<file path="config.mk">
export PLATFORM = sky130hd
export DESIGN_NAME = olst_pick
export DESIGN_NICKNAME = d
export VERILOG_FILES = /design/src/rtl/olst_pkg.sv /design/src/rtl/olst_pick.sv
export SDC_FILE = /design/constraint.sdc
export NUM_CORES = 1
export LEC_CHECK = 0
export BUFFER_PORTS_ARGS = -buffer_cell sky130_fd_sc_hd__buf_4
export CORE_MARGIN = 1
export CORE_UTILIZATION = 45
export DETAILED_ROUTE_END_ITERATION = 10
export GPL_TIMING_DRIVEN = 0
export PLACE_DENSITY = 0.95
export RECOVER_POWER = 100
export SETUP_SLACK_MARGIN = 0.02
export SYNTH_ARGS = -nofsm -noshare
export SYNTH_HDL_FRONTEND = slang
export SYNTH_SLANG_ARGS = --single-unit
</file>
<file path="constraint.sdc">
create_clock -name vclk -period 3.6
set_clock_uncertainty 0.1 [all_clocks]
set_input_delay 0.18 -clock vclk [all_inputs]
set_output_delay 0.18 -clock vclk [all_outputs]
set_load 0.01 [all_outputs]
</file>
<file path="src/rtl/olst_pkg.sv">
// Shared constants, codes and types for the ordered list store.
package olst_pkg;

    // List geometry.
    localparam int CAPACITY  = 64;
    localparam int WORD_BITS = 32;
    localparam int IDX_BITS  = $clog2(CAPACITY);
    localparam int CNT_BITS  = $clog2(CAPACITY + 1);

    // Operation codes.
    localparam logic [1:0] OP_APPEND    = 2'd0;
    localparam logic [1:0] OP_FIND      = 2'd1;
    localparam logic [1:0] OP_DEL_VALUE = 2'd2;
    localparam logic [1:0] OP_DEL_POS   = 2'd3;

    // Status codes.
    localparam logic [1:0] STAT_DONE = 2'd0;
    localparam logic [1:0] STAT_FULL = 2'd1;
    localparam logic [1:0] STAT_MISS = 2'd2;

    // Per-cell command from the controller.
    typedef struct packed {
        logic cmp_en;
        logic shift;
        logic load;
    } olst_cell_ctrl_t;

endpackage

</file>
<file path="src/rtl/olst_pick.sv">
// Picks the lowest matching cell and encodes its position.
module olst_pick
    import olst_pkg::*;
(
    input  logic [CAPACITY-1:0] match_vec,
    output logic [CAPACITY-1:0] low_oh,
    output logic [IDX_BITS-1:0] low_pos,
    output logic                any
);

    // Isolate the lowest set bit.
    assign low_oh = match_vec & (~match_vec + CAPACITY'(1));
    assign any    = |match_vec;

    // Encode the one-hot position.
    always_comb
    begin
        low_pos = '0;
        for (int i = 0; i < CAPACITY; i++)
        begin
            if (low_oh[i])
            begin
                low_pos = low_pos | IDX_BITS'(i);
            end
        end
    end

endmodule

</file>
After elaboration in Yosys (flattened, before gate mapping):

Index checks and enable logic that the tools add are counted.

* register bits after elaboration: 0
* input port bits: 64
* output and inout bits: 71

* add/subtract/negate cells: 1
* muxes and demuxes: 63
* bitwise operators: 2
* reduce and logical (&&, ||, !) cells: 1

Operators by type and width (count)
* $mux W6: 32
* $mux W5: 16
* $add A64 B1 Y64 const B: 1
* $and A64 B64 Y64: 1
* $not A64 Y64: 1
* $reduce_or A64 Y1: 1
* $mux W4: 8
* $mux W3: 4
* $mux W2: 2
* $mux W1: 1

Logic depth before layout (Yosys ltp):

* depth after elaboration: 66
* mapped depth: 9

Worst setup path before layout:

Ideal clock, no wire load.

* kind: input to output
* start: input match_vec[3]
* end: output low_pos[3]
* arrival time: 2.382 ns
* data required time: 3.320 ns
* path slack: 0.938 ns
* cell stages on the path: 8
* path buffers: 1
* path through: or4_4 buf_6 nor4_4 nand3_2 nor4_1 nor4_1 and4b_1 nand4_1

* elaborated cells between the ends (all ways): 59

RTL lines
* from (decl): RTL line olst_pick.sv:5 `input logic [CAPACITY-1:0] match_vec,`
* $not A64 Y64: RTL line olst_pick.sv:12 `assign low_oh = match_vec & (~match_vec + CAPACITY'(1));`
* $add A64 B1 Y64: RTL line olst_pick.sv:12
* $and A64 B64 Y64: RTL line olst_pick.sv:12
* named net low_oh[56]: RTL line olst_pick.sv:6 `output logic [CAPACITY-1:0] low_oh,`
* $mux W6 (8 in a row): RTL line olst_pick.sv:21 `if (low_oh[i])`
* to (decl): RTL line olst_pick.sv:7 `output logic [IDX_BITS-1:0] low_pos,`

The timed path passes the listed nets, and every way through them passes these cells.

Final worst setup path:

* start: input match_vec[3]
* end: output low_pos[1]

* cells in the longest elaborated chain, start to end: 64

Ends and longest elaborated chain (RTL line)
* $not A64 Y64: olst_pick.sv:12
* $add A64 B1 Y64: olst_pick.sv:12
* $and A64 B64 Y64 *: olst_pick.sv:12
* $mux W2: olst_pick.sv:21
* $mux W3 (4 in a row): olst_pick.sv:21
* $mux W4 (8 in a row): olst_pick.sv:21
* $mux W5 (16 in a row): olst_pick.sv:21
* $mux W6 (31 in a row): olst_pick.sv:21
* $mux W6 *: olst_pick.sv:21

Every way passes the cells marked *; elsewhere a longest branch is shown, timed or not.

==> run_results.csv <==
group,metric,value,unit
run_status,status,"complete, no violations",
cells_and_area,fin_cells,471,
routing,vias_per_cell,6.37,
critical_path,cp.depth,11,
logic_synthesis,netlist_area,1730,µm²
global_routing,grt_pass1_vias,2541,
job,maxCapViolCount,0,
sta,rsz0062_at_grt,"no",
power,ir_drop,0.0000494,V
logic_synthesis,syn_area_per_cell,5.97,µm²
min_path,holdCritStartpoint,"match_vec[1]",
die,dieWidth,63.9,µm
critical_path,cp_slowest_stage_delay,0.54,ns
sta,timing.slew.headroom,47.6,%
sta,finalSetupViolCount,0,
routing,met3_length,883,µm
global_routing,gr-usage-all-layers,37.6,%
critical_path,crit_path_frequent_cell,"clkbuf_1",
critical_path,crit_path_start_kind,"primary input",
cells_and_area,layout_common_cells,"84 x buf_4, 55 x clkbuf_1, 42 x nor2_1",
critical_path,crit_required,3.32,ns
placed_design,place_ws,0.520,ns
routing,vias,2998,
routing,post_drt_wl_per_cell,17.1,µm
routing,drt-total-wl,8080,µm
cells_and_area,seq_area,0,µm²
sta,fin_crit_sh,91.1,%
sta,maxSlewViolCount,0,
min_path,holdCritPathClass,"in2out",
logic_synthesis,ys_seq_area_share,0,%
cells_and_area,diodes,0,
logic_synthesis,netlist_instances,289,
routing,first_pass_iters,5,
placed_design,dp_hpwl,6730,µm
global_routing,grt-ovfl-total,0,
min_path,holdPathStages,3,
cells_and_area,multi_input_area,1590,µm²
logic_synthesis,syn-num-nets,353,
power,finalPower,0.147,mW
critical_path,critPathBufInv,4,
die,die_h,63.9,µm
critical_path,critPathSlowestCell,"nor4_4",
critical_path,arrival,3.00,ns
placed_design,finalWeightedCongestion,0.978,
die,start_util,47.2,%
critical_path,criticalPathCategory,"in2out",
power,p_leak,1.13,nW
routing,drtIter0Drc,397,
clocking,cts_resized,0,
sta,max_freq,305,MHz
sta,worst_pin_slew,0.780,ns
critical_path,path_delay_family,"simple AND/OR/NAND/NOR gates",
routing,postRouteAntennaNets,0,
clocking,post-cts-setup-buffers,0,
logic_synthesis,yosysUniqueCellTypes,49,
cells_and_area,fin_nets,489,
critical_path,critical_path.startpoint,"match_vec[3]",
routing,routed.top_layer,"met4",
logic_synthesis,yosys_warnings,0,
cells_and_area,drive_above_1_share,23.4,%
global_routing,grt_max_degree,11,
routing,met1_length,3430,µm
global_routing,grt_pass1_wl,12400,µm
critical_path,end_kind,"primary output",
die,die_area,4090,µm²
critical_path,worstPathMaxFanout,10,
cells_and_area,nFillCells,382,
placed_design,portBuffers,134,
die,core.rowCount,22,
sta,finalCriticalPeriod,3.28,ns
cells_and_area,syn_to_final_growth,48.8,%
power,cellPowerDensity,57.1,nW/µm²
sta,layout_setup_ws,0.322,ns
die,core-area,3660,µm²
die,io_pins,135,
cells_and_area,flops_and_latches,0,
critical_path,crit_end,"low_pos[1]",
global_routing,antenna_found_initial,0,
placed_design,place_inst,471,
routing,drcViolationCount,0,
clocking,hold_buffers,0,
cells_and_area,layout_commonest_cell,"buf_4",
sta,finalHoldViolations,0,
routing,met2_length,3690,µm
cells_and_area,n_clock_buffer,0,
critical_path,cp_cell_sequence,"clkbuf_1 -> or4_4 -> clkbuf_1 -> nor4_4 -> and3_1 -> buf_4 -> nand3_1 -> nor4_1 -> nor4_1 -> nand3_1 -> clkbuf_1",
sta,fin_setup_tns,0,ns
[routing by layer]
layer	up-vias	GRT usage, %
li1	1393	-
met1	1371	53.6
met2	224	62.9
met3	10	2.86
met4	0	3.69
met5	-	0
[tightest hold or removal path, cell delays in order]
cell	delay [ns]
buf_4	0.11
nor3b_1	0.05
clkbuf_1	0.13
[how the worst min path moves through the flow]
stage                 to
6_report       low_oh[2]
5_1_grt        low_oh[2]
4_1_cts              any
3_5_place_dp         any
3_3_place_gp         any
2_1_floorplan  low_oh[2]
[cell usage after synthesis (3+ instances only)]
cell      number  area [µm²]
nor2_1        42         158
and2_1         6        37.5
o21ai_0        6        30.0
nor4_1        19         119
nor4b_1        6        52.6
nand3_2        3        30.0
nand2_1       18        67.6
nor4_2         3        37.5
and3_1        21         131
a21oi_1        8        40.0
and3b_1        3        26.3
or3_1          5        31.3
nor3_2         3        30.0
nor2b_1        5        31.3
nand4b_1       5        43.8
a21o_1         3        22.5
inv_1         20        75.1
nor3b_1        9        67.6
nor4_4         3        63.8
nand4_1       13        81.3
nor3_1        31         155
nand3_1       22         110
[per-stage QoR]
stage / hold WS (ns) / util (%) / cell area [µm²]
6_report: 0.550 / 70.2 / 2570
3_3_place_gp: 0.544 / 76.3 / 2790
2_1_floorplan: 0.309 / - / 1730
3_5_place_dp: 0.550 / 76.3 / 2790
5_1_grt: 0.564 / 70.2 / 2570
4_1_cts: 0.550 / 76.3 / 2790
[area by class of cell]
type	instances	area share, %
Buffer	6	1.22
Inverter	20	2.92
Multi-Input combinational cell	263	62.0
Timing Repair Buffer	134	31.5
Tap cell	48	2.34
[cell families after synthesis]
logic type | share of synthesized area (%)
simple gates | 80.4
compound gates | 13.0
buf+inv | 6.59
[power by group]
group,internal (mW),leakage (nW),switching [mW]
sequential,0,0,0
clock,0,0,0
combinational,0.0698,1.13,0.0769
total,0.0698,1.13,0.0769
(Power assumes the default switching activity.)
