### config.mk
export PLATFORM = sky130hd
export DESIGN_NAME = olst_cell
export DESIGN_NICKNAME = d
export VERILOG_FILES = /design/src/rtl/olst_pkg.sv /design/src/rtl/olst_cell.sv
export SDC_FILE = /design/constraint.sdc
export NUM_CORES = 1
export LEC_CHECK = 0
export BUFFER_PORTS_ARGS = -buffer_cell sky130_fd_sc_hd__buf_2
export CORE_UTILIZATION = 43
export CTS_CLUSTER_DIAMETER = 60
export CTS_CLUSTER_SIZE = 30
export DETAILED_ROUTE_END_ITERATION = 8
export HOLD_SLACK_MARGIN = 0.12
export PLACE_DENSITY = 0.9
export SLEW_MARGIN = 30
export SYNTH_ARGS = -nofsm -noshare
export SYNTH_HDL_FRONTEND = slang
export SYNTH_SLANG_ARGS = --single-unit
### constraint.sdc
create_clock -name clk -period 2 [get_ports clk]
set_clock_uncertainty 0.05 [all_clocks]
set_input_delay 0.3 -clock clk [delete_from_list [all_inputs] [get_ports clk]]
set_output_delay 0.3 -clock clk [all_outputs]
set_load 0.02 [all_outputs]
### src/rtl/olst_pkg.sv
// Shared constants, codes and types for the ordered list store.
package olst_pkg;

    // List geometry.
    localparam int CAPACITY  = 64;
    localparam int WORD_BITS = 32;
    localparam int IDX_BITS  = $clog2(CAPACITY);
    localparam int CNT_BITS  = $clog2(CAPACITY + 1);

    // Operation codes.
    localparam logic [1:0] OP_APPEND    = 2'd0;
    localparam logic [1:0] OP_FIND      = 2'd1;
    localparam logic [1:0] OP_DEL_VALUE = 2'd2;
    localparam logic [1:0] OP_DEL_POS   = 2'd3;

    // Status codes.
    localparam logic [1:0] STAT_DONE = 2'd0;
    localparam logic [1:0] STAT_FULL = 2'd1;
    localparam logic [1:0] STAT_MISS = 2'd2;

    // Per-cell command from the controller.
    typedef struct packed {
        logic cmp_en;
        logic shift;
        logic load;
    } olst_cell_ctrl_t;

endpackage

### src/rtl/olst_cell.sv
// One list cell: holds an entry, compares it, and takes its upper neighbor's entry on a shift.
module olst_cell
    import olst_pkg::*;
(
    input  logic                  clk,
    input  logic                  rst_n,
    input  olst_cell_ctrl_t       ctrl,
    input  logic [WORD_BITS-1:0]  word,
    input  logic                  live,
    input  logic [WORD_BITS-1:0]  nbr_entry,
    output logic [WORD_BITS-1:0]  entry,
    output logic                  match
);

    logic [WORD_BITS-1:0] entry_reg;
    logic                 match_reg;

    // Entry storage: a load writes the appended word, a shift closes a gap.
    always_ff @(posedge clk)
    begin
        if (ctrl.load)
        begin
            entry_reg <= word;
        end
        else if (ctrl.shift)
        begin
            entry_reg <= nbr_entry;
        end
    end

    // Match flag, only for entries that hold a live value.
    always_ff @(posedge clk or negedge rst_n)
    begin
        if (!rst_n)
        begin
            match_reg <= 1'b0;
        end
        else if (ctrl.cmp_en)
        begin
            match_reg <= live && (entry_reg == word);
        end
    end

    assign entry = entry_reg;
    assign match = match_reg;

endmodule

# [Word-level counts from Yosys, hierarchy flattened]
# Cells that the tools add are included.
[totals] output_inout_bits=33 inputBits=70 regBits=33
[op_classes] reduce_logical=2 n_eq_ne=1 muxes=2
[op_table] cell="32-bit 2-to-1 mux" count=2
[op_table] cell="32-bit == test" count=1
[op_table] cell="2-bit nonzero test" count=1
[op_table] cell="1-bit logical AND" count=1

# [Logic depth before layout (Yosys ltp)]
# Gate-level depths: netlist of the first run.
[logic_depth] depth_word=2 ltp_mapped=5

# [Least setup slack after synthesis of the first run]
# OpenSTA, ideal clock, no wires.
[synth_timing] path_type="in2reg" from="input ctrl[0] in the netlist's numbering" to="register entry_reg[0], in the netlist entry[0] (enable)" setup_time_ns=0.390 setup_slack_ns=-0.099 required_time_ns=1.560 arrival_ns=1.659 cell_stages=3 path_cell_list="clkbuf_1 > clkbuf_1 > or2_1"
[synth_via] elab_chain_cells=1
[synth_rtl] element="from (decl)" line_no="olst_cell.sv:7" source="input olst_cell_ctrl_t ctrl,"
[synth_rtl] element="2-bit nonzero test (no line)"
[synth_rtl] element="to (signal assigned)" line_no="olst_cell.sv:23" source="entry_reg <= word;"
[synth_rtl] element="to (signal assigned)" line_no="olst_cell.sv:27" source="entry_reg <= nbr_entry;"
[synth_rtl] element="to (decl)" line_no="olst_cell.sv:15" source="logic [WORD_BITS-1:0] entry_reg;"
# Every way passes these cells.
# A chain may end at the register's enable or synchronous reset.

# [Final worst setup path of the first run]
[layout_timing] from="register entry_reg[22], in the netlist entry[22]" to="register match_reg, in the netlist match"
[layout_via] elab_chain_cells=2
[layout_rtl] element="32-bit == test" line_no="olst_cell.sv:40" source="match_reg <= live && (entry_reg == word);"
[layout_rtl] element="1-bit logical AND" line_no="olst_cell.sv:40"
[layout_rtl] element="to (signal assigned)" line_no="olst_cell.sv:40"
[layout_rtl] element="to (decl)" line_no="olst_cell.sv:16" source="logic match_reg;"
# Every way passes these cells.

==> results.sh, run 1 <==
export IMPL_fin_crit_sh=0.921
export IMPL_cts_sinks=33
export IMPL_hold_path_cell_count=2
export IMPL_dieArea_um2=4340
export IMPL_grt_usage=0.197
export IMPL_n_fill_cell=308
export IMPL_synth_top_area_cell="edfxtp_1"
export IMPL_timing_rr_end="match"
export IMPL_die_width_um=65.9
export IMPL_wl_per_cell_um=14.5
export IMPL_tightest_slew_ns=0.773
export IMPL_cts_tree="built"
export IMPL_min_to="match"
export IMPL_netlist_instances=115
export IMPL_hold_viol_final=0
export IMPL_routed_via_density=4.95
export IMPL_drv_slew=0
export IMPL_design_area_um2=2410
export IMPL_fin_nets=293
export IMPL_ant_nets=0
export IMPL_avgSynthCellArea_um2=15.3
export IMPL_cp_required_ns=2.15
export IMPL_drive_gt1_frac=0.614
export IMPL_power_density_nw_per_um2=741
export IMPL_synthesis_area_um2=1750
export IMPL_fp_coreArea_um2=3800
export IMPL_initial_core_util=0.462
export IMPL_vias=1342
export IMPL_synth_seq_cells=33
export IMPL_rr_worst_depth=5
export IMPL_synthArstFlopShare=0.0303
export IMPL_hpwl_um=3120
export IMPL_cts_buffers=5
export IMPL_max_freq_mhz=543
export IMPL_vdd_drop_max_mv=0.433
export IMPL_synth_most_common_cell="edfxtp_1"
export IMPL_synthTopCellsByCount="edfxtp_1 (32), mux2_2 (24), xor2_1 (20), xnor2_1 (12), mux2_1 (8)"
export IMPL_antenna_found_initial=0
export IMPL_layout_cells_non_filler=271
export IMPL_drt_pass1_iterations=4
export IMPL_clk_path_buf_depth=2
export IMPL_grt_start_max_net_pins=33
export IMPL_start_kind="flip-flop"
export IMPL_first_iter_violations=29
export IMPL_hold_start="ctrl[2]"
export IMPL_critical_path_arrival_ns=2.00
export IMPL_routed_wl_um=3920
export IMPL_cp_end_kind="flip-flop"
export IMPL_final_setup_viol_count=0
export IMPL_num_io_pins=103
export IMPL_path_clk_slew_ns=0.06
export IMPL_post_route_min_period_ns=1.84
export IMPL_largest_reg_flops=32
export IMPL_r2r_start="entry[22]"
export IMPL_drv_cap=0
export IMPL_dp_cells=263
export IMPL_antenna_cells=0
export IMPL_slew_headroom=0.484
export IMPL_r2r_slack_ns=0.16
export IMPL_place_gp_congestion=0.833
export IMPL_syn_nets=185
export IMPL_criticalPathCategory="flip-flop to flip-flop"
export IMPL_synth_edf_count=32
export IMPL_port_buffer_count=102
export IMPL_drc=0
export IMPL_critPathMaxFanout=2
export IMPL_synth_area_leaders="edfxtp_1 (55%), mux2_2 (15%), xor2_1 (10%), xnor2_1 (6.0%), mux2_1 (5.1%)"
export IMPL_synth_top_area_frac=0.548
export IMPL_hold_class="input pin to flip-flop"
export IMPL_rows=22
export IMPL_area_delta_synth_final_pct=37.4
export IMPL_ctsRootBufferMaster="clkbuf_8"
export IMPL_total_power_w=0.00179
export IMPL_ys_warn_count=0
export IMPL_grt_pass1_vias=1417
export IMPL_yosysUniqueCellTypes=16
export IMPL_grt_pass1_wl_um=6220
export IMPL_dpl_instance_area_um2=2320
export IMPL_p_leak_nw=1.04
export IMPL_h_tree_depth=2
export IMPL_outcome="finished clean"
export IMPL_rsz0062_at_grt="no"
export IMPL_grt_overflow=0
export IMPL_die_height_um=65.9
export IMPL_ys_flop_type="edfxtp_1"
export IMPL_finalSetupTns_ns=0
export IMPL_seq_area_frac_synth=0.562
export IMPL_clkLatencyLatePin_ns=0.28
export IMPL_ctsResizeCount=0
[layout by cell type (no fill, tap or decap), drive strengths merged]
cell type	Yosys	final
o22ai	1	1
xor2	20	20
dlygate4sd3	0	1
nor4	5	5
nand3	1	1
clkinv	0	1
clkbuf	4	6
inv	1	1
or2	1	1
or4	1	1
xnor2	12	12
mux2	32	32
buf	0	104
dfrtp	1	1
edfxtp	32	32
nand4	4	4
[metrics by stage]
stage | setup WS [ns] | util | hold WS (ns)
after floorplan | 0.194 | - | -0.0456
final | 0.158 | 0.635 | 0.175
after detailed placement | 0.116 | 0.612 | 0.0341
after global routing | 0.0115 | 0.635 | 0.183
after CTS | 0.131 | 0.635 | 0.165
after global placement | 0.0659 | 0.612 | 0.0360
[how the worst max path moves through the flow]
| stage | from | to | slack (ns) | cells after the start |
|---|---|---|---|---|
| floorplan | ctrl[0] | entry[0] | 0.19 | 3 |
| global placement | word[22] | match | 0.07 | 6 |
| detailed placement | word[22] | match | 0.12 | 6 |
| CTS | entry[22] | match | 0.13 | 5 |
| global route | entry[22] | match | 0.01 | 5 |
| finish | entry[22] | match | 0.16 | 5 |
[kinds of logic after synthesis]
kind of cell           share of synthesized area
buffers and inverters                     0.0107
flip-flops                                 0.562
AND/OR/NAND/NOR                           0.0549
multiplexers                               0.205
AO/OA/AOI/OAI                            0.00713
XOR/XNOR                                   0.160
[critical path: stages (launching register included)]
cell,delay (ns)
edfxtp_1,0.40
xor2_1,0.16
nor4_1,0.38
nand4_1,0.14
or4_1,0.55
o22ai_2,0.09
[layout make-up]
cell class	count	area, um^2	area share
sequential	33	986	0.409
clock buffer	6	72.6	0.0301
tap	48	60.1	0.0249
inverter	1	3.75	0.00156
clock inverter	1	3.75	0.00156
multi-input combinational	77	749	0.311
timing repair buffer	105	536	0.222
[what timing repair did]
item                      4_1_cts  5_1_grt
hold buffers                    1        0
hold endpoints to repair        1        0
setup buffers                   0        0
[where the power goes]
group | internal, W | switching (W)
logic | 0.000197 | 0.000232
clock network | 0.000234 | 0.000227
registers | 0.000849 | 0.0000483
[per-layer routing]
layer  GRT usage  part of all wire  vias up
met5           0                 0        -
met4       0.106             0.030        0
met3      0.0500             0.074       14
met2       0.348              0.51       68
met1       0.212              0.39      617
li1            -                 -      643
Power figures use the tool's default switching activity.
==> inputs of run 2 (changes only) <==
ABC_AREA = 1   (was unset)
CORE_UTILIZATION = 44   (was 43)
==> run 2 against run 1 <==
Clock-buffer cell count decreased by 1. Register-to-register slack better by 0.65 ns. Sequential power increased by 0.4%. Synthesized cell count is 110% higher. Fmax is 48% higher.
==> results.sh, run 2 <==
export IMPL_fin_ws_ns=0.752
export IMPL_cts_setup_buffers=0
export IMPL_synthTopCellsByCount="nand2_1 (110), inv_1 (37), edfxtp_1 (32), o21ai_0 (18), xnor2_1 (11)"
export IMPL_final_setup_viol_count=0
export IMPL_synth_mux_area_frac=0
export IMPL_design_area_um2=2570
export IMPL_synth_simple_gate_area_frac=0.281
export IMPL_synth_top_area_cell="edfxtp_1"
export IMPL_synth_top_family_by_area="simple AND/OR/NAND/NOR gates"
export IMPL_critical_path_arrival_ns=0.90
export IMPL_ctsResizeCount=0
export IMPL_synth_area_leaders="edfxtp_1 (50%), nand2_1 (22%), inv_1 (7.3%), xnor2_1 (5.0%), o21ai_0 (4.7%)"
export IMPL_slew_headroom=0.487
export IMPL_power_density_nw_per_um2=706
export IMPL_critPathBufInv=1
export IMPL_fp_coreArea_um2=4090
export IMPL_synthArstFlopShare=0.0303
export IMPL_synth_edf_count=32
export IMPL_grt_pass1_vias=1701
export IMPL_drv_cap=0
export IMPL_dp_slack_ns=0.494
export IMPL_synth_most_common_cell="nand2_1"
export IMPL_tightest_slew_ns=0.769
export IMPL_routed_wl_um=4490
export IMPL_synthesis_area_um2=1910
export IMPL_grt_start_max_net_pins=44
export IMPL_ctsHoldBuffers=1
export IMPL_rows=23
export IMPL_layout_common_cells="nand2_1 (110), buf_2 (102), inv_1 (37), edfxtp_1 (32), o21ai_0 (18)"
export IMPL_hold_viol_final=0
export IMPL_num_io_pins=103
export IMPL_drt_pass1_iterations=4
export IMPL_antenna_cells=0
export IMPL_drive_gt1_frac=0.328
export IMPL_ctsRootBufferMaster="clkbuf_8"
export IMPL_rsz0062_at_grt="no"
export IMPL_outcome="finished clean"
export IMPL_post_route_min_period_ns=1.25
export IMPL_clk_path_buf_depth=2
export IMPL_critical_path_top_delay_family="flip-flops"
export IMPL_cpPeakStageDelay_ns=0.44
export IMPL_die_width_um=67.9
export IMPL_antenna_found_initial=0
export IMPL_synth_seq_cells=33
export IMPL_seq_area_frac_synth=0.516
export IMPL_n_fill_cell=374
export IMPL_drc=0
export IMPL_fin_nets=423
export IMPL_synthAdderAreaFrac=0
export IMPL_port_buffer_count=102
export IMPL_drv_slew=0
export IMPL_routed_via_density=4.60
export IMPL_hpwl_um=3470
export IMPL_vias=1858
export IMPL_synth_compound_area_frac=0.0576
export IMPL_synth_top_area_frac=0.503
export IMPL_die_height_um=67.9
export IMPL_syn_nets=316
export IMPL_synth_xor_area_frac=0.0550
export IMPL_cts_buffers=5
export IMPL_largest_reg_flops=32
export IMPL_whs_ns=0.233
export IMPL_dieArea_um2=4610
export IMPL_initial_core_util=0.468
export IMPL_grt_overflow=0
export IMPL_clkLatencyLatePin_ns=0.27
export IMPL_netlist_instances=246
export IMPL_hold_class="input pin to flip-flop"
export IMPL_avgSynthCellArea_um2=7.77
export IMPL_area_delta_synth_final_pct=34.4
export IMPL_ys_flop_type="edfxtp_1"
export IMPL_h_tree_depth=2
export IMPL_cts_tree="built"
export IMPL_p_leak_nw=1.38
export IMPL_grt_usage=0.201
export IMPL_ys_warn_count=0
export IMPL_yosysUniqueCellTypes=18
export IMPL_first_iter_violations=37
export IMPL_ant_nets=0
export IMPL_max_freq_mhz=801
export IMPL_wl_per_cell_um=11.1
export IMPL_final_common_cell="nand2_1"
export IMPL_criticalPathCategory="flip-flop to output port"
export IMPL_cp_required_ns=1.65
export IMPL_start_kind="flip-flop"
export IMPL_critPathSlowestCell="edfxtp_1"
export IMPL_vdd_drop_max_mv=0.407
export IMPL_finalSetupTns_ns=0
export IMPL_cts_sinks=33
export IMPL_cp_end_kind="output port"
export IMPL_path_clk_slew_ns=0.07
export IMPL_grt_pass1_wl_um=6870
export IMPL_dpl_instance_area_um2=2480
export IMPL_fin_crit_sh=0.624
export IMPL_critPathMaxFanout=3
export IMPL_utilization=0.629
export IMPL_place_gp_congestion=0.756
export IMPL_cp_cell_sequence="buf_2"
-- run 2: routing by layer --
layer,routed length [um],up-vias,track usage
met2,2200,72,0.370
met4,50,0,0.0703
met5,0,-,0
met1,1960,801,0.230
met3,280,7,0.0400
li1,-,978,-
-- run 2: area by class of cell --
cell class	count	area [um^2]	area share
clock buffers	5	68.8	0.0268
clock inverters	3	12.5	0.00487
inverters	38	143	0.0555
multi-input cells	169	753	0.293
flip-flops and latches	33	986	0.384
well taps	50	62.6	0.0244
repair buffers	106	543	0.211
-- run 2: cells by family after synthesis --
logic type | after synthesis
simple gates | 135
xor+xnor | 12
compound gates | 22
buf+inv | 44
flops | 33
-- run 2: path summary, 6_finish.rpt --
kind	startpoint	end	slack, ns	cells after the start
setup / recovery	entry[27]	entry[27]	0.75	1
hold / removal	ctrl[2]	match	0.23	4
setup reg to reg	entry[10]	match	0.81	7
hold reg to reg	match	match	0.43	2
max in group asynchronous	rst_n	match	1.53	2
min in group asynchronous	rst_n	match	0.28	2
-- run 2: report_power, final --
group / total (W) / switching [W] / internal [W]
clock: 0.000465 / 0.000231 / 0.000234
sequential: 0.000901 / 0.0000520 / 0.000849
combinational: 0.000449 / 0.000267 / 0.000182
-- run 2: stage by stage --
step / power (W) / instances
6_report: 0.00181 / 404
5_1_grt: 0.00192 / 404
4_1_cts: 0.00183 / 404
3_5_place_dp: 0.00136 / 395
3_3_place_gp: 0.00135 / 395
2_1_floorplan: 0.00118 / 246
